<file path="config.mk">
export PLATFORM = sky130hd
export DESIGN_NAME = bitmap_run_allocator
export DESIGN_NICKNAME = d
export VERILOG_FILES = /design/src/hw/rtl/bra_pkg.sv /design/src/hw/rtl/bitmap_run_allocator.sv /design/src/hw/rtl/bra_ram.sv /design/src/hw/rtl/bra_word_eval.sv
export SDC_FILE = /design/constraint.sdc
export NUM_CORES = 2
export LEC_CHECK = 0
export BUFFER_PORTS_ARGS = -buffer_cell sky130_fd_sc_hd__buf_2
export CAP_MARGIN = 0
export CORE_ASPECT_RATIO = 0.75
export CORE_MARGIN = 8
export CORE_UTILIZATION = 58
export DETAILED_ROUTE_END_ITERATION = 7
export HOLD_SLACK_MARGIN = 0.06
export PLACE_DENSITY = 0.75
export SLEW_MARGIN = 30
export SYNTH_ARGS = -nofsm -noshare
export SYNTH_HDL_FRONTEND = slang
export SYNTH_SLANG_ARGS = --single-unit
</file>
<file path="constraint.sdc">
create_clock -name clock -period 11.18 [get_ports clock]
set_clock_uncertainty 0.2 [all_clocks]
set_input_delay 0.559 -clock clock [delete_from_list [all_inputs] [get_ports clock]]
set_output_delay 0.559 -clock clock [all_outputs]
set_load 0.02 [all_outputs]
</file>
<file path="src/hw/rtl/bra_pkg.sv">
// ----------------------------------------------------------------------------
// bra_pkg
// Shared constants, command codes, state codes and types of the bitmap run
// allocator.
// ----------------------------------------------------------------------------
package bra_pkg;

   localparam int MAX_BITS   = 1024;
   localparam int WORD_BITS  = 32;
   localparam int WORD_COUNT = (MAX_BITS + WORD_BITS - 1) / WORD_BITS;
   localparam int WADDR_W    = $clog2(WORD_COUNT);
   localparam int BPOS_W     = $clog2(WORD_BITS);
   localparam int CMD_W      = 3;
   localparam int IDX_W      = 10;
   localparam int CNT_W      = 11;

   typedef enum logic [CMD_W-1:0] {
      CMD_MARK       = 3'd0,
      CMD_CLEAR      = 3'd1,
      CMD_TEST       = 3'd2,
      CMD_FIND_MARK  = 3'd3,
      CMD_FIND_FIRST = 3'd4,
      CMD_FIND_LAST  = 3'd5
   } cmd_type;

   typedef enum logic [2:0] {
      ST_IDLE,
      ST_DECODE,
      ST_BIT_MOD,
      ST_SCAN
   } state_type;

   typedef struct packed {
      logic              hit;
      logic [BPOS_W-1:0] pos;
      logic [CNT_W-1:0]  run_out;
   } eval_type;

endpackage

</file>
<file path="src/hw/rtl/bitmap_run_allocator.sv">
// ----------------------------------------------------------------------------
// bitmap_run_allocator
// Bitmap allocator with single-bit mark/clear/test, find-and-mark of the
// lowest clear bit, and first/last search for a run of clear bits.
// ----------------------------------------------------------------------------
// A command is taken when start is high and busy is low; exactly one result
// beat follows, marked by rsp_strobe for one cycle, and cannot be held off.
// The map lives in a 32 x 32-bit RAM read one word per cycle. Mark, clear
// and test go through decode, read and modify/write before the strobe; an
// out-of-range index, a zero or oversized length for a run search and the
// unused codes are answered from decode. Searches stream the words through
// the single read port, one word per cycle, and end early when the run is
// found. busy falls in the strobe cycle. Reset and a write of num_bits
// clear the map at once through per-word valid flags; no clearing pass is
// needed. Write num_bits only while idle; 0 is taken as 1 and values above
// 1024 as 1024.
// ----------------------------------------------------------------------------
module bitmap_run_allocator
   import bra_pkg::*;
(
   input  logic              clock,
   input  logic              reset,
   input  logic              start,
   output logic              busy,
   input  logic [CMD_W-1:0]  req_command,
   input  logic [IDX_W-1:0]  req_bit_index,
   input  logic [CNT_W-1:0]  req_run_length,
   output logic              rsp_strobe,
   output logic              rsp_found,
   output logic [IDX_W-1:0]  rsp_result_index,
   output logic              rsp_bit_value,
   output logic [CNT_W-1:0]  rsp_free_count,
   output logic              rsp_index_error,
   input  logic              csr_wr_en,
   input  logic [CNT_W-1:0]  csr_wr_data
);

   state_type              state_ff, state_in;
   cmd_type                cmd_ff, cmd_in;
   logic [IDX_W-1:0]       idx_ff, idx_in;
   logic [CNT_W-1:0]       len_ff, len_in;
   logic [CNT_W-1:0]       scan_len_ff, scan_len_in;
   logic                   fwd_ff, fwd_in;
   logic [CNT_W-1:0]       num_bits_ff, num_bits_in;
   logic [CNT_W-1:0]       count_ff, count_in;
   logic [WORD_COUNT-1:0]  valid_ff, valid_in;
   logic [WADDR_W-1:0]     rd_ptr_ff, rd_ptr_in;
   logic [WADDR_W:0]       rd_left_ff, rd_left_in;
   logic [WADDR_W-1:0]     ev_addr_ff, ev_addr_in;
   logic                   rd_vld_ff, rd_vld_in;
   logic                   ev_last_ff, ev_last_in;
   logic [CNT_W-1:0]       run_ff, run_in;

   logic                   rsp_strobe_ff, rsp_strobe_in;
   logic                   rsp_found_ff, rsp_found_in;
   logic [IDX_W-1:0]       rsp_index_ff, rsp_index_in;
   logic                   rsp_bval_ff, rsp_bval_in;
   logic [CNT_W-1:0]       rsp_free_ff, rsp_free_in;
   logic                   rsp_err_ff, rsp_err_in;

   logic                   ram_wr_en;
   logic [WADDR_W-1:0]     ram_wr_addr;
   logic [WORD_BITS-1:0]   ram_wr_data;
   logic                   ram_rd_en;
   logic [WADDR_W-1:0]     ram_rd_addr;
   logic [WORD_BITS-1:0]   ram_rd_data;

   logic [WORD_BITS-1:0]   word_eff;
   logic [WORD_BITS-1:0]   scan_word;
   eval_type               eval;
   logic [WADDR_W-1:0]     top_word;
   logic [WADDR_W:0]       word_total;
   logic [BPOS_W-1:0]      hit_local;
   logic [IDX_W-1:0]       hit_glob;
   logic [CNT_W:0]         res_wide;
   logic                   bit_cur;
   logic                   accept;
   logic [CNT_W-1:0]       csr_clamped;

   bra_ram #(
      .WIDTH (WORD_BITS),
      .DEPTH (WORD_COUNT)
   ) u_map_ram (
      .clock   (clock),
      .wr_en   (ram_wr_en),
      .wr_addr (ram_wr_addr),
      .wr_data (ram_wr_data),
      .rd_en   (ram_rd_en),
      .rd_addr (ram_rd_addr),
      .rd_data (ram_rd_data)
   );

   bra_word_eval u_word_eval (
      .word_bits (scan_word),
      .carry_run (run_ff),
      .run_len   (scan_len_ff),
      .eval      (eval)
   );

   assign busy     = state_ff != ST_IDLE;
   assign accept   = start && !busy;
   assign word_eff = valid_ff[ev_addr_ff] ? ram_rd_data : '0;
   assign bit_cur  = word_eff[idx_ff[BPOS_W-1:0]];
   assign top_word = WADDR_W'((num_bits_ff - CNT_W'(1)) >> BPOS_W);
   assign word_total = {1'b0, top_word} + (WADDR_W+1)'(1);
   assign hit_local  = fwd_ff ? eval.pos : ~eval.pos;
   assign hit_glob   = IDX_W'({ev_addr_ff, hit_local});

   always_comb begin
      logic [BPOS_W-1:0]  p_local;
      logic [IDX_W-1:0]   p_glob;

      for (int j = 0; j < WORD_BITS; j++) begin
         p_local = fwd_ff ? BPOS_W'(j) : BPOS_W'(WORD_BITS - 1 - j);
         p_glob  = IDX_W'({ev_addr_ff, p_local});
         scan_word[j] = word_eff[p_local] || (CNT_W'(p_glob) >= num_bits_ff);
      end
   end

   always_comb begin
      if (fwd_ff) begin
         res_wide = (CNT_W+1)'(hit_glob) + (CNT_W+1)'(1) - (CNT_W+1)'(scan_len_ff);
      end else begin
         res_wide = (CNT_W+1)'(hit_glob) + (CNT_W+1)'(scan_len_ff) - (CNT_W+1)'(1);
      end
   end

   always_comb begin
      if (csr_wr_data == '0) begin
         csr_clamped = CNT_W'(1);
      end else if (csr_wr_data > CNT_W'(MAX_BITS)) begin
         csr_clamped = CNT_W'(MAX_BITS);
      end else begin
         csr_clamped = csr_wr_data;
      end
   end

   always_comb begin
      state_in    = state_ff;
      cmd_in      = cmd_ff;
      idx_in      = idx_ff;
      len_in      = len_ff;
      scan_len_in = scan_len_ff;
      fwd_in      = fwd_ff;
      num_bits_in = num_bits_ff;
      count_in    = count_ff;
      valid_in    = valid_ff;
      rd_ptr_in   = rd_ptr_ff;
      rd_left_in  = rd_left_ff;
      ev_addr_in  = ev_addr_ff;
      rd_vld_in   = 1'b0;
      ev_last_in  = ev_last_ff;
      run_in      = run_ff;

      rsp_strobe_in = 1'b0;
      rsp_found_in  = 1'b0;
      rsp_index_in  = '0;
      rsp_bval_in   = 1'b0;
      rsp_err_in    = 1'b0;

      ram_wr_en   = 1'b0;
      ram_wr_addr = ev_addr_ff;
      ram_wr_data = word_eff;
      ram_rd_en   = 1'b0;
      ram_rd_addr = rd_ptr_ff;

      unique case (state_ff)
         ST_IDLE: begin
            if (accept) begin
               cmd_in   = cmd_type'(req_command);
               idx_in   = req_bit_index;
               len_in   = req_run_length;
               state_in = ST_DECODE;
            end
         end
         ST_DECODE: begin
            unique case (cmd_ff)
               CMD_MARK, CMD_CLEAR, CMD_TEST: begin
                  if (CNT_W'(idx_ff) >= num_bits_ff) begin
                     rsp_strobe_in = 1'b1;
                     rsp_err_in    = 1'b1;
                     state_in      = ST_IDLE;
                  end else begin
                     ram_rd_en   = 1'b1;
                     ram_rd_addr = idx_ff[BPOS_W +: WADDR_W];
                     ev_addr_in  = idx_ff[BPOS_W +: WADDR_W];
                     state_in    = ST_BIT_MOD;
                  end
               end
               CMD_FIND_MARK, CMD_FIND_FIRST, CMD_FIND_LAST: begin
                  if (cmd_ff != CMD_FIND_MARK &&
                      (len_ff == '0 || len_ff > num_bits_ff)) begin
                     rsp_strobe_in = 1'b1;
                     state_in      = ST_IDLE;
                  end else begin
                     scan_len_in = (cmd_ff == CMD_FIND_MARK) ? CNT_W'(1) : len_ff;
                     fwd_in      = cmd_ff != CMD_FIND_LAST;
                     rd_ptr_in   = (cmd_ff != CMD_FIND_LAST) ? '0 : top_word;
                     rd_left_in  = word_total;
                     run_in      = '0;
                     ev_last_in  = 1'b0;
                     state_in    = ST_SCAN;
                  end
               end
               default: begin
                  rsp_strobe_in = 1'b1;
                  state_in      = ST_IDLE;
               end
            endcase
         end
         ST_BIT_MOD: begin
            rsp_strobe_in = 1'b1;
            state_in      = ST_IDLE;
            unique case (cmd_ff)
               CMD_MARK: begin
                  if (!bit_cur) begin
                     ram_wr_en   = 1'b1;
                     ram_wr_data = word_eff | (WORD_BITS'(1) << idx_ff[BPOS_W-1:0]);
                     if (count_ff != '0) begin
                        count_in = count_ff - CNT_W'(1);
                     end
                  end
               end
               CMD_CLEAR: begin
                  if (bit_cur) begin
                     ram_wr_en   = 1'b1;
                     ram_wr_data = word_eff & ~(WORD_BITS'(1) << idx_ff[BPOS_W-1:0]);
                     count_in    = count_ff + CNT_W'(1);
                  end
               end
               default: begin
                  rsp_bval_in = bit_cur;
               end
            endcase
         end
         ST_SCAN: begin
            if (rd_left_ff != '0) begin
               ram_rd_en   = 1'b1;
               ram_rd_addr = rd_ptr_ff;
               ev_addr_in  = rd_ptr_ff;
               rd_ptr_in   = fwd_ff ? rd_ptr_ff + WADDR_W'(1) : rd_ptr_ff - WADDR_W'(1);
               rd_left_in  = rd_left_ff - (WADDR_W+1)'(1);
               rd_vld_in   = 1'b1;
               ev_last_in  = rd_left_ff == (WADDR_W+1)'(1);
            end
            if (rd_vld_ff) begin
               run_in = eval.run_out;
               if (eval.hit) begin
                  rsp_strobe_in = 1'b1;
                  rsp_found_in  = 1'b1;
                  rsp_index_in  = res_wide[IDX_W-1:0];
                  rd_vld_in     = 1'b0;
                  state_in      = ST_IDLE;
                  if (cmd_ff == CMD_FIND_MARK) begin
                     ram_wr_en   = 1'b1;
                     ram_wr_data = word_eff | (WORD_BITS'(1) << hit_local);
                     if (count_ff != '0) begin
                        count_in = count_ff - CNT_W'(1);
                     end
                  end
               end else if (ev_last_ff) begin
                  rsp_strobe_in = 1'b1;
                  rd_vld_in     = 1'b0;
                  state_in      = ST_IDLE;
               end
            end
         end
         default: begin
            state_in = ST_IDLE;
         end
      endcase

      if (ram_wr_en) begin
         valid_in[ram_wr_addr] = 1'b1;
      end

      rsp_free_in = count_in;

      if (csr_wr_en) begin
         num_bits_in = csr_clamped;
         count_in    = csr_clamped;
         valid_in    = '0;
      end
   end

   always_ff @(posedge clock) begin
      if (reset) begin
         state_ff      <= ST_IDLE;
         num_bits_ff   <= CNT_W'(MAX_BITS);
         count_ff      <= CNT_W'(MAX_BITS);
         valid_ff      <= '0;
         rd_vld_ff     <= 1'b0;
         rsp_strobe_ff <= 1'b0;
      end else begin
         state_ff      <= state_in;
         num_bits_ff   <= num_bits_in;
         count_ff      <= count_in;
         valid_ff      <= valid_in;
         rd_vld_ff     <= rd_vld_in;
         rsp_strobe_ff <= rsp_strobe_in;
      end
   end

   always_ff @(posedge clock) begin
      cmd_ff       <= cmd_in;
      idx_ff       <= idx_in;
      len_ff       <= len_in;
      scan_len_ff  <= scan_len_in;
      fwd_ff       <= fwd_in;
      rd_ptr_ff    <= rd_ptr_in;
      rd_left_ff   <= rd_left_in;
      ev_addr_ff   <= ev_addr_in;
      ev_last_ff   <= ev_last_in;
      run_ff       <= run_in;
      rsp_found_ff <= rsp_found_in;
      rsp_index_ff <= rsp_index_in;
      rsp_bval_ff  <= rsp_bval_in;
      rsp_free_ff  <= rsp_free_in;
      rsp_err_ff   <= rsp_err_in;
   end

   assign rsp_strobe       = rsp_strobe_ff;
   assign rsp_found        = rsp_found_ff;
   assign rsp_result_index = rsp_index_ff;
   assign rsp_bit_value    = rsp_bval_ff;
   assign rsp_free_count   = rsp_free_ff;
   assign rsp_index_error  = rsp_err_ff;

   a_accept_busy: assert property (@(posedge clock) disable iff (reset)
      accept |=> busy)
      else $error("busy not raised after accepted beat");

   a_strobe_after_busy: assert property (@(posedge clock) disable iff (reset)
      rsp_strobe |-> $past(busy))
      else $error("result beat without a command in flight");

   a_err_clean: assert property (@(posedge clock) disable iff (reset)
      (rsp_strobe && rsp_index_error) |-> (!rsp_found && !rsp_bit_value))
      else $error("index error beat carries search or test data");

   a_scan_len: assert property (@(posedge clock) disable iff (reset)
      (state_ff == ST_SCAN) |-> (scan_len_ff != '0))
      else $error("scan running with zero run length");

endmodule

</file>
<file path="src/hw/rtl/bra_ram.sv">
// ----------------------------------------------------------------------------
// bra_ram
// Generic single-port-write, single-port-read RAM with registered read data.
// ----------------------------------------------------------------------------
module bra_ram #(
   parameter int WIDTH = 32,
   parameter int DEPTH = 32
) (
   input  logic                     clock,
   input  logic                     wr_en,
   input  logic [$clog2(DEPTH)-1:0] wr_addr,
   input  logic [WIDTH-1:0]         wr_data,
   input  logic                     rd_en,
   input  logic [$clog2(DEPTH)-1:0] rd_addr,
   output logic [WIDTH-1:0]         rd_data
);

   logic [WIDTH-1:0] mem_ff [DEPTH];
   logic [WIDTH-1:0] rd_data_ff;

   always_ff @(posedge clock) begin
      if (wr_en) begin
         mem_ff[wr_addr] <= wr_data;
      end
      if (rd_en) begin
         rd_data_ff <= mem_ff[rd_addr];
      end
   end

   assign rd_data = rd_data_ff;

endmodule

</file>
<file path="src/hw/rtl/bra_word_eval.sv">
// ----------------------------------------------------------------------------
// bra_word_eval
// Evaluates one map word in scan order: run of clear bits ending at each
// position, lowest position whose run reaches the sought length, and the
// run carried into the next word.
// ----------------------------------------------------------------------------
module bra_word_eval
   import bra_pkg::*;
(
   input  logic [WORD_BITS-1:0] word_bits,
   input  logic [CNT_W-1:0]     carry_run,
   input  logic [CNT_W-1:0]     run_len,
   output eval_type             eval
);

   always_comb begin
      logic [BPOS_W-1:0]    last_pos;
      logic                 any_set;
      logic [CNT_W:0]       run_j;
      logic [CNT_W:0]       run_last;
      logic [WORD_BITS-1:0] hit_vec;

      run_last = '0;
      hit_vec  = '0;
      for (int j = 0; j < WORD_BITS; j++) begin
         any_set  = 1'b0;
         last_pos = '0;
         for (int k = 0; k < WORD_BITS; k++) begin
            if (k <= j && word_bits[k]) begin
               any_set  = 1'b1;
               last_pos = BPOS_W'(k);
            end
         end
         if (any_set) begin
            run_j = (CNT_W+1)'(j) - (CNT_W+1)'(last_pos);
         end else begin
            run_j = {1'b0, carry_run} + (CNT_W+1)'(j + 1);
         end
         hit_vec[j] = run_j >= {1'b0, run_len};
         if (j == WORD_BITS - 1) begin
            run_last = run_j;
         end
      end

      eval.hit     = |hit_vec;
      eval.pos     = '0;
      eval.run_out = run_last[CNT_W-1:0];
      for (int j = WORD_BITS - 1; j >= 0; j--) begin
         if (hit_vec[j]) begin
            eval.pos = BPOS_W'(j);
         end
      end
   end

endmodule

</file>
==> results <==
- The run finished with clean final reports.
- The worst hold path belongs to the class flip-flop to flip-flop.
- The end point of the worst hold path is valid_ff[25]$_SDFFE_PP0P_.
- 65 I/O pins were placed.
- The worst hold path begins at valid_ff[25]$_SDFFE_PP0P_.
- The number of synthesized register bits is approximately 1200.
- The CTS tree is built.
- The instance area after placement is around 70000 um^2.
- The startpoint identified for the worst register-to-register timing path is fwd_ff$_DFFE_PP_.
- Entering global routing, the biggest net connects around 190 pins.
- The CTS buffer count is 108.
- The endpoint identified for the worst register-to-register timing path is rsp_result_index[9]$_SDFF_PN0_.
- The cell area that synthesis handed to floorplanning was 67400 um^2.
- The count of antenna diodes in the layout is 0.
- For this design the static power due to leakage is between 20 and 30 nW.
- In this run the tightest slew margin relative to its limit is roughly 28%.
- The count of different cell masters after synthesis is 100.
- The number of global-route vias before repair was between 50000 and 60000.
- The worst setup path is of the flip-flop to flip-flop kind.
- The number of nets in the finished design is between 7000 and 8000.
- Hold is met by 0.266 ns.
- Counting I/O delays and the setup requirement, the final critical path takes roughly 11 ns.
- Across all layers, the routed design uses 56400 vias.
- The number of hold violations in the final report is 0.
- The largest individual stage delay along the critical path comes from the cell a221oi_1.
- Along the worst hold path, the cell count comes to 1.
- No sink is reached through more buffers than the 3 on the longest clock path.
- Measured along the x axis, the die boundary spans about 410 um.
- The achievable frequency is between 90 and 100 MHz.
- The required arrival time at the worst endpoint is ~12 ns.
- The insertion delay of the later-clocked pin in the worst-skew pair is 0.74 ns.
- The cell depth of the worst flop-to-flop path is 36.
- The count of flip-flops with a built-in enable after synthesis is 1120.
- The average footprint of a synthesized cell is around 11 um^2.
- For this run, the share of the core covered by cells in the final layout is between 60% and 70%.
- The peak ir drop on the vdd network is about 0.16 mV.
- The number of fill cells is between 8000 and 9000.
- Summing all flip-flop and latch instances after layout gives 35300 um^2.
- The die is 311 um tall.
- The combined buffer and inverter count along the critical path is 3.
- Dividing the detail-routed wire length by the instance count gives roughly 31 um.
- The starting density of the core is approximately three fifths.
- The first global-routing pass estimated ~370000 um of wire.
- The cell count after synthesis is 6388.
- The first-pass iteration count of the detailed router is 6.
- The wire length reported by the detailed router is ~260000 um.
- Dividing total power by cell area gives a power density of between 150 and 200 nW/um^2.
- The standard-cell row count is about 110.
- The DRC marker count from the first detailed-route iteration is between 9000 and 10000.
- The top fanout value on the critical path is between 80 and 90.
- The largest stage delay on the critical path is ~0.76 ns.
- The internal reg-to-reg setup slack is 0.43 ns.
- STA puts the critical path data arrival time at 11.15 ns.
- Setup repair after global routing left no endpoint under its margin.
- The number of DRC violations after detailed routing is 0.
- After detailed routing, the number of vias per cell comes to between 6 and 7.
- After clock tree synthesis, the clock-pin slew on the worst setup and hold paths is ~0.070 ns.
- The number of nets handed over by synthesis was 6908.
- The final HPWL from detailed placement is about 170000 um.
- The area of combinational cells with multiple inputs is between 30000 and 40000 um^2.
- The tree built by TritonCTS fans out to roughly 1200 sinks.
- For this run, the total global-route usage over all layers was measured as approximately two fifths.
- The worst setup slack after layout is 0.431 ns.
- The final count of pins violating max slew is 0.
- The number of cells in the design after placement is 7959.
- STA classifies the critical path endpoint as a flip-flop.
- In this run the standard cell core region covers around 120000 um^2.
- The worst setup path is launched from a flip-flop.
- The completed layout was analyzed and its total power is about 12 mW.
- The post-route fraction of the period consumed by the critical path is 96.1%.
- The total overflow left after global routing is 0.
- The sum of negative setup slack is 0 ns.
- The sequential cell area fraction in the yosys report is a little over half.
- The fraction of registers with async set or reset after synthesis is 0%.
- The slew at the pin closest to its max-slew limit is about 1.1 ns.
- The CTS H-tree depth is 3.
- During placement, the flow inserted port buffers numbering between 60 and 70.
- The finished layout holds 8214 standard cells, fillers aside.
- The initial antenna violation count came to 8.
- The share of post-route cells with drive strength above 1 is 11.0%.
- At the end of routability-driven placement, the weighted congestion stood at 1.08.
- The layout overhead on the synthesized area is 12.0%.
- In the synthesized netlist the dominant register cell turns out to be edfxtp_1.
- The floorplan die area is 128000 um^2.
- Yosys printed 0 warnings.
- Across the run, the number of max-cap violations was 0.
- The cell family contributing the most delay on the critical path is compound AO/OA/AOI/OAI gates.
- The post-detailed-route count of antenna-violating nets is 0.
- The root buffer cell is clkbuf_16.
- The placement-stage worst setup slack is 0.365 ns.
- Setup violations remaining at the end of the flow were counted as 0.
- The cell area after layout is between 70000 and 80000 um^2.
## area by class of cell
class / instances / area share, %
inverter: 121 / 0.606
tap: 1540 / 2.55
timing repair buffer: 429 / 4.49
clock buffer: 133 / 3.80
sequential: 1202 / 46.7
clock inverter: 70 / 0.724
multi-input combinational: 4719 / 41.1
## power by group
group,total (mW),leakage [nW],switching (mW),internal [mW]
sequential,5.07,10.9,0.0704,5.00
combinational,2.87,16.0,1.89,0.979
clock,3.62,1.67,1.69,1.93
total,11.6,28.6,3.65,7.91
## placed cells by master (no fill, tap or decap), types with 92 or more instances in the layout
master	n
a21o_1	92
a21oi_1	418
a31oi_1	104
buf_4	300
clkbuf_16	110
edfxtp_1	1120
ha_1	477
inv_1	111
mux2i_1	144
nand2_1	1081
nand3_1	282
nand4_1	126
nor2_1	455
o21ai_0	202
xnor2_1	161
xor2_1	101
## routing by layer
layer  part of all wire, %  vias up  routed length, um  GRT usage [%]
met5                 0.012        -                 31              0
met4                   3.8        4               9800           12.8
met3                    15      627              39200           14.5
met2                    40     4056             104000           53.4
met1                    41    27500             105000           56.3
li1                      -    24200                  -              -
## synth_stat cells, types with 25 or more instances
cell type  number  area [um^2]
edfxtp_1     1120        33600
xor2_1        102          893
nor2b_1        60          375
o21a_1         57          428
dfxtp_1        82         1640
nand3_1       285         1430
inv_1         114          428
a21o_1         92          691
nand2_1      1090         4090
mux2i_1       146         1460
xnor2_1       166         1450
buf_1          48          180
ha_1          478         5980
a21oi_1       422         2110
nand4_1       126          788
o22ai_1        52          325
nor2_1        472         1770
a221o_1        39          390
a221oi_1       51          447
and3_1         26          163
nor3_1         92          460
a211oi_1       52          390
o21ai_0       207         1040
clkbuf_1      277         1040
o31ai_1        25          188
a31oi_1       109          682
nor4_1         54          338
nand2b_1       58          363
and2_1         30          188
## what timing repair did
action,in CTS,in global routing
endpoints found under the setup margin,0,2
hold buffers,41,0
hold endpoints to repair,46,0
resized for setup,0,22
buffers inserted,0,9
## logic make-up after synthesis
group	after synthesis	share of synthesized area [%]
AO/OA/AOI/OAI	1386	13.6
buffers and inverters	467	2.69
XOR/XNOR	269	3.52
adder cells (fa/ha/maj)	481	8.96
flip-flops	1202	52.3
multiplexers	181	2.94
AND/OR/NAND/NOR	2402	16.0
## registers in the layout (all words and copies together) (netlist names), 6 cells and up
register	flops
rd_left_ff	6
rsp_free_count	11
len_ff	11
rsp_result_index	10
run_ff	11
count_ff	11
valid_ff	32
num_bits_ff	11
u_map_ram.mem_ff	1024
scan_len_ff	11
idx_ff	10
u_map_ram.rd_data	32
## worst max-delay path by stage
stage,startpoint,end,cells after the start
after floorplan,fwd_ff$_DFFE_PP_,rsp_result_index[9]$_SDFF_PN0_,51
after global placement,ev_addr_ff[0]$_DFFE_PP_,rsp_result_index[9]$_SDFF_PN0_,41
after detailed placement,ev_addr_ff[0]$_DFFE_PP_,rsp_result_index[9]$_SDFF_PN0_,47
after CTS,ev_addr_ff[0]$_DFFE_PP_,rsp_result_index[9]$_SDFF_PN0_,47
after global routing,ev_addr_ff[0]$_DFFE_PP_,rsp_result_index[9]$_SDFF_PN0_,47
final,fwd_ff$_DFFE_PP_,rsp_result_index[9]$_SDFF_PN0_,36
No activity file was read; power rests on OpenSTA's default activity.
